### src/rtl/core/spq_pkg.sv
`timescale 1ns / 1ps

package spq_pkg;

  typedef enum logic [1:0] {
    KIND_INSERT = 2'd0,
    KIND_REMOVE = 2'd1,
    KIND_PEEK   = 2'd2
  } kind_e;

  typedef enum logic [1:0] {
    ST_DONE  = 2'd0,
    ST_EMPTY = 2'd1,
    ST_FULL  = 2'd2
  } status_e;

  // Per-cycle command broadcast to every cell of the chain.
  typedef struct packed {
    logic ins;  // sorted insert of the incoming entry
    logic rem;  // pop the front, everything moves one toward the front
  } cell_op_t;

endpackage

### src/rtl/core/stable_priority_queue.sv
`timescale 1ns / 1ps
// The result is registered: it is captured at the edge that accepts the request.
// Throughput: one request per cycle while the result side does not stall; every
// cell updates in parallel, so a sorted insert or a front removal is done by all cells at once.
// Reset (rst_ni, async, active low) empties the queue and drops any pending result;
// entry storage is not cleared and is only read at occupied positions.
module stable_priority_queue import spq_pkg::*; #(
  parameter int unsigned DEPTH        = 16,
  parameter int unsigned PRIO_BITS    = 16,
  parameter int unsigned PAYLOAD_BITS = 32,
  localparam int unsigned CntW        = $clog2(DEPTH + 1)
) (
  input  logic                    clk_i,
  input  logic                    rst_ni,
  // request channel
  input  logic                    in_valid_i,
  output logic                    in_ready_o,
  input  logic [1:0]              kind_i,
  input  logic [PRIO_BITS-1:0]    key_priority_i,
  input  logic [PAYLOAD_BITS-1:0] entry_payload_i,
  // result channel
  output logic                    out_valid_o,
  input  logic                    out_ready_i,
  output logic                    front_valid_o,
  output logic [PRIO_BITS-1:0]    front_priority_o,
  output logic [PAYLOAD_BITS-1:0] front_payload_o,
  output logic [1:0]              status_o,
  output logic [CntW-1:0]         occupancy_o
);

  // Request transfer happens whenever the result register is free or is
  // being emptied in the same cycle.
  logic in_xfer;
  assign in_ready_o = !out_valid_o || out_ready_i;
  assign in_xfer    = in_valid_i && in_ready_o;

  logic [CntW-1:0] count_q, count_d;
  logic            empty, full;
  logic            is_ins, is_rem, is_peek;
  cell_op_t        op;

  assign empty   = (count_q == '0);
  assign full    = (count_q == CntW'(DEPTH));
  assign is_ins  = (kind_i == KIND_INSERT);
  assign is_rem  = (kind_i == KIND_REMOVE);
  assign is_peek = (kind_i == KIND_PEEK);

  assign op.ins = in_xfer && is_ins && !full;
  assign op.rem = in_xfer && is_rem && !empty;

  // ---------------------------------------------------------------------------
  // Cell chain: slot 0 is the front. Each cell compares its entry against the
  // incoming key; the ge flags form a prefix, and the first cell outside it
  // takes the new entry while the rest shift one place back.
  // ---------------------------------------------------------------------------
  logic                    ge_w      [DEPTH];
  logic [PRIO_BITS-1:0]    prio_w    [DEPTH];
  logic [PAYLOAD_BITS-1:0] payload_w [DEPTH];

  for (genvar g = 0; g < DEPTH; g++) begin : g_cell
    logic                    left_ge;
    logic [PRIO_BITS-1:0]    left_prio,  right_prio;
    logic [PAYLOAD_BITS-1:0] left_pay,   right_pay;

    if (g == 0) begin : g_head
      assign left_ge   = 1'b1;
      assign left_prio = key_priority_i;
      assign left_pay  = entry_payload_i;
    end else begin : g_body
      assign left_ge   = ge_w[g-1];
      assign left_prio = prio_w[g-1];
      assign left_pay  = payload_w[g-1];
    end

    if (g == DEPTH - 1) begin : g_tail
      // last slot becomes unoccupied on a removal; its content is then unused
      assign right_prio = prio_w[g];
      assign right_pay  = payload_w[g];
    end else begin : g_mid
      assign right_prio = prio_w[g+1];
      assign right_pay  = payload_w[g+1];
    end

    spq_cell #(
      .PRIO_BITS   (PRIO_BITS),
      .PAYLOAD_BITS(PAYLOAD_BITS)
    ) u_cell (
      .clk_i          (clk_i),
      .op_i           (op),
      .occupied_i     (CntW'(g) < count_q),
      .key_i          (key_priority_i),
      .data_i         (entry_payload_i),
      .left_ge_i      (left_ge),
      .left_prio_i    (left_prio),
      .left_payload_i (left_pay),
      .right_prio_i   (right_prio),
      .right_payload_i(right_pay),
      .ge_o           (ge_w[g]),
      .prio_o         (prio_w[g]),
      .payload_o      (payload_w[g])
    );
  end

  always_comb begin
    count_d = count_q;
    if (op.ins) begin
      count_d = count_q + CntW'(1);
    end else if (op.rem) begin
      count_d = count_q - CntW'(1);
    end
  end

  // ---------------------------------------------------------------------------
  // Result register
  // ---------------------------------------------------------------------------
  logic                    front_hit;
  logic [1:0]              status_d;

  assign front_hit = (is_rem || is_peek) && !empty;

  always_comb begin
    status_d = ST_DONE;
    if (is_ins && full) begin
      status_d = ST_FULL;
    end else if ((is_rem || is_peek) && empty) begin
      status_d = ST_EMPTY;
    end
  end

  always_ff @(posedge clk_i or negedge rst_ni) begin
    if (!rst_ni) begin
      count_q     <= '0;
      out_valid_o <= 1'b0;
    end else begin
      count_q <= count_d;
      if (in_xfer) begin
        out_valid_o <= 1'b1;
      end else if (out_ready_i) begin
        out_valid_o <= 1'b0;
      end
    end
  end

  always_ff @(posedge clk_i) begin
    if (in_xfer) begin
      front_valid_o    <= front_hit;
      front_priority_o <= front_hit ? prio_w[0]    : '0;
      front_payload_o  <= front_hit ? payload_w[0] : '0;
      status_o         <= status_d;
      occupancy_o      <= count_d;
    end
  end

  // ---------------------------------------------------------------------------
  // Assertions
  // ---------------------------------------------------------------------------
  a_count_bound : assert property (@(posedge clk_i) disable iff (!rst_ni)
    count_q <= CntW'(DEPTH))
    else $error("queue count exceeds depth");

  a_full_reject : assert property (@(posedge clk_i) disable iff (!rst_ni)
    (in_xfer && is_ins && full) |=> (status_o == ST_FULL && count_q == $past(count_q)))
    else $error("insert into full queue not rejected");

  a_empty_status : assert property (@(posedge clk_i) disable iff (!rst_ni)
    (in_xfer && (is_rem || is_peek) && empty) |=> (!front_valid_o && status_o == ST_EMPTY))
    else $error("empty remove/peek reported an entry");

  a_occ_match : assert property (@(posedge clk_i) disable iff (!rst_ni)
    $past(in_xfer) |-> (occupancy_o == count_q))
    else $error("reported occupancy differs from held count");

endmodule

### src/rtl/core/spq_cell.sv
`timescale 1ns / 1ps

module spq_cell import spq_pkg::*; #(
  parameter int unsigned PRIO_BITS    = 16,
  parameter int unsigned PAYLOAD_BITS = 32
) (
  input  logic                    clk_i,
  input  cell_op_t                op_i,
  input  logic                    occupied_i,
  input  logic [PRIO_BITS-1:0]    key_i,
  input  logic [PAYLOAD_BITS-1:0] data_i,
  input  logic                    left_ge_i,
  input  logic [PRIO_BITS-1:0]    left_prio_i,
  input  logic [PAYLOAD_BITS-1:0] left_payload_i,
  input  logic [PRIO_BITS-1:0]    right_prio_i,
  input  logic [PAYLOAD_BITS-1:0] right_payload_i,
  output logic                    ge_o,
  output logic [PRIO_BITS-1:0]    prio_o,
  output logic [PAYLOAD_BITS-1:0] payload_o
);

  logic [PRIO_BITS-1:0]    prio_q, prio_d;
  logic [PAYLOAD_BITS-1:0] payload_q, payload_d;

  // Held entry stays ahead of the new one (equal keys keep arrival order).
  assign ge_o = occupied_i && (prio_q >= key_i);

  always_comb begin
    prio_d    = prio_q;
    payload_d = payload_q;
    if (op_i.ins && !ge_o) begin
      if (left_ge_i) begin
        // first cell past the run of higher/equal keys takes the new entry
        prio_d    = key_i;
        payload_d = data_i;
      end else begin
        prio_d    = left_prio_i;
        payload_d = left_payload_i;
      end
    end else if (op_i.rem) begin
      prio_d    = right_prio_i;
      payload_d = right_payload_i;
    end
  end

  always_ff @(posedge clk_i) begin
    prio_q    <= prio_d;
    payload_q <= payload_d;
  end

  assign prio_o    = prio_q;
  assign payload_o = payload_q;

endmodule

### config.mk
export PLATFORM = sky130hd
export DESIGN_NAME = stable_priority_queue
export DESIGN_NICKNAME = d
export VERILOG_FILES = /design/src/rtl/core/spq_pkg.sv /design/src/rtl/core/stable_priority_queue.sv /design/src/rtl/core/spq_cell.sv
export SDC_FILE = /design/constraint.sdc
export NUM_CORES = 2
export LEC_CHECK = 0
export BUFFER_PORTS_ARGS = -buffer_cell sky130_fd_sc_hd__clkbuf_2
export CAP_MARGIN = 20
export CORE_MARGIN = 3
export CORE_UTILIZATION = 35
export DETAILED_ROUTE_END_ITERATION = 12
export GPL_TIMING_DRIVEN = 0
export PLACE_DENSITY = 0.51
export REMOVE_ABC_BUFFERS = 1
export SLEW_MARGIN = 20
export SYNTH_ARGS = -nofsm -noshare
export SYNTH_HDL_FRONTEND = slang
export SYNTH_HIERARCHICAL = 1
export SYNTH_SLANG_ARGS = --single-unit
### constraint.sdc
create_clock -name clk_i -period 5.6 [get_ports clk_i]
set_input_delay 0.28 -clock clk_i [delete_from_list [all_inputs] [get_ports clk_i]]
set_output_delay 0.28 -clock clk_i [all_outputs]
set_load 0.02 [all_outputs]
==> flow_summary.toml <==
[setup_path]
worstReg2RegStart = "count_q[1]$_DFF_PN0_"
critPathRequiredTime_ns = 6.02
crit_fanout = 13
startpoint_type = "flop"
cp-endpoint = "g_cell[9].u_cell/payload_o[15]$_DFFE_PP_"
arrival_ns = 4.95
r2r_cells = 13
path_class = "reg -> reg"
cp-startpoint = "count_q[1]$_DFF_PN0_"
r2r_end = "g_cell[9].u_cell/payload_o[15]$_DFFE_PP_"
cp-end-kind = "flop"
reg2reg_slack_ns = 1.07

[power]
pwr-share-comb = 0.312
pwr-share-seq = 0.399
clock_power_share = 0.288
vdd_drop_max_uv = 242
power_density_nw_per_um2 = 363
sw_frac_of_total = 0.292
power_mw = 21.3
p_leak_nw = 21.4
p_switching_mw = 6.22
internal_power_mw = 15.1

[cells_and_area]
area_delta_synth_final_pct = 14.7
fin_util = 0.406
fin_cells = 5754
nNetsFinal = 4086
final_common_cell = "mux2_2"
layout-drive-gt1-share = 0.472
mostFrequentLayoutCells = "1392 x mux2_2, 824 x edfxtp_1, 279 x inv_1"

[global_routing]
grt.overflow.total = 0
grt_max_degree = 49
track_usage = 0.161
grt_pass1_wl_microns = 192000
antenna_found_initial = 7
grt_pass1_vias = 30500

[sta]
hold_violations = 0
tns_ns = 0
fmax_ghz = 0.221
finalCritPeriodShare = 0.810
slew_violations = 0
finalSetupViolCount = 0
period_needed_ns = 4.53
setup_ws_ns = 1.07
tightest_slew_ns = 0.855
rsz0062_at_grt = "false"
fin_skew_ns = 0.0287
maxSlewHeadroom = 0.430

[clocking]
cts_resized = 0
path_clk_slew_ns = 0.06
cts_buffers = 100
clk_latency_ns = 0.69
clkSinkCount = 830
cts_tree = "built"
htree_levels = 3
cts_root_buffer = "clkbuf_16"
clockBufferDepth = 3

[die]
die_area_sq_um = 151000
ios = 112
fp.dieW_microns = 389
core_sq_um = 145000
die_h_microns = 389
fp-row-count = 139
start_util = 0.354

[drt]
first_pass_iters = 5
viasPerCell = 5.03
wirelength_microns = 123000
drt_iter0_markers = 1622
ant_nets = 0
drc_errors = 0
vias = 28900
wire_per_inst_microns = 21.4

[hold_path]
hp-class = "in -> reg"

[placement]
hpwl_microns = 91500
gp_congestion = 0.793
place_inst = 5568
pre_cts_slack_ns = 1.02
portBuffers = 111

[status]
status = "completed"

[yosys]
syn_avg_cell_area_sq_um = 14.2
syn-cell-area_sq_um = 51200
netlist_instances = 3618
synth_warnings = 6

[job]
maxCapViolCount = 0
cell type report:
type,instances,area (sq um)
inverter,279,1050
sequential,830,24900
clock inverter,43,303
multi-input combinational,2341,24500
tap,1903,2380
clock buffer,136,2720
timing repair buffer,218,2870
antenna,4,10.0
fill,13400,85800
flip-flops by register name, indices dropped and copies added (netlist names):
signal,flops
g_cell.u_cell/payload_o,512
g_cell.u_cell/prio_o,256
front_payload_o,32
front_priority_o,16
count_q,5
occupancy_o,5
status_o,2
front_valid_o,1
out_valid_o,1
power groups by stage:
stage	logic [mW]	clock network [mW]	registers (mW)
2_1_floorplan	4.64	0	8.45
3_3_place_gp	6.31	0	8.68
3_5_place_dp	6.73	0	8.64
4_1_cts	6.74	6.41	8.51
5_1_grt	7.23	6.61	8.60
6_report	6.65	6.14	8.51
critical path, cell delays in order (launching register included):
cell	delay, ns
dfrtp_1	0.62
inv_1	0.16
ha_1	0.22
nor4bb_2	0.20
nor3_4	0.62
buf_6	0.28
nand2b_1	0.11
o41ai_4	0.54
buf_6	0.22
buf_4	0.21
buf_4	0.24
buf_4	0.23
buf_4	0.23
mux2_2	0.35
metrics by stage:
| stage | hold slack, ns | cell area (sq um) |
|---|---|---|
| 6_report | 0.102 | 58700 |
| 5_1_grt | 0.117 | 58700 |
| 4_1_cts | 0.0179 | 58700 |
| 3_5_place_dp | 0.128 | 55700 |
| 3_3_place_gp | 0.126 | 53100 |
| 2_1_floorplan | -0.0156 | 50200 |
worst min path at each step:
stage,from,to,cells past startpoint
floorplan,rst_ni,count_q[0]$_DFF_PN0_,0
global placement,rst_ni,count_q[0]$_DFF_PN0_,1
detailed placement,rst_ni,count_q[0]$_DFF_PN0_,1
CTS,kind_i[1],status_o[0]$_SDFFCE_PP0P_,4
global route,kind_i[1],status_o[0]$_SDFFCE_PP0P_,4
finish,kind_i[1],status_o[0]$_SDFFCE_PP0P_,4
per-layer routing:
metal | GRT usage | part of all wire | wire length (microns) | vias to the layer above
met4 | 0.0408 | 0.018 | 2160 | 6
met5 | 0 | 0.00031 | 38 | -
li1 | - | - | - | 14100
met1 | 0.239 | 0.52 | 63800 | 14300
met2 | 0.245 | 0.43 | 53000 | 394
met3 | 0.0233 | 0.035 | 4270 | 128
timing repair:
item / in CTS / in global routing
hold endpoints to repair: 7 / 0
hold buffers: 3 / 0
setup buffers: 0 / 0
(Power assumes the default switching activity.)
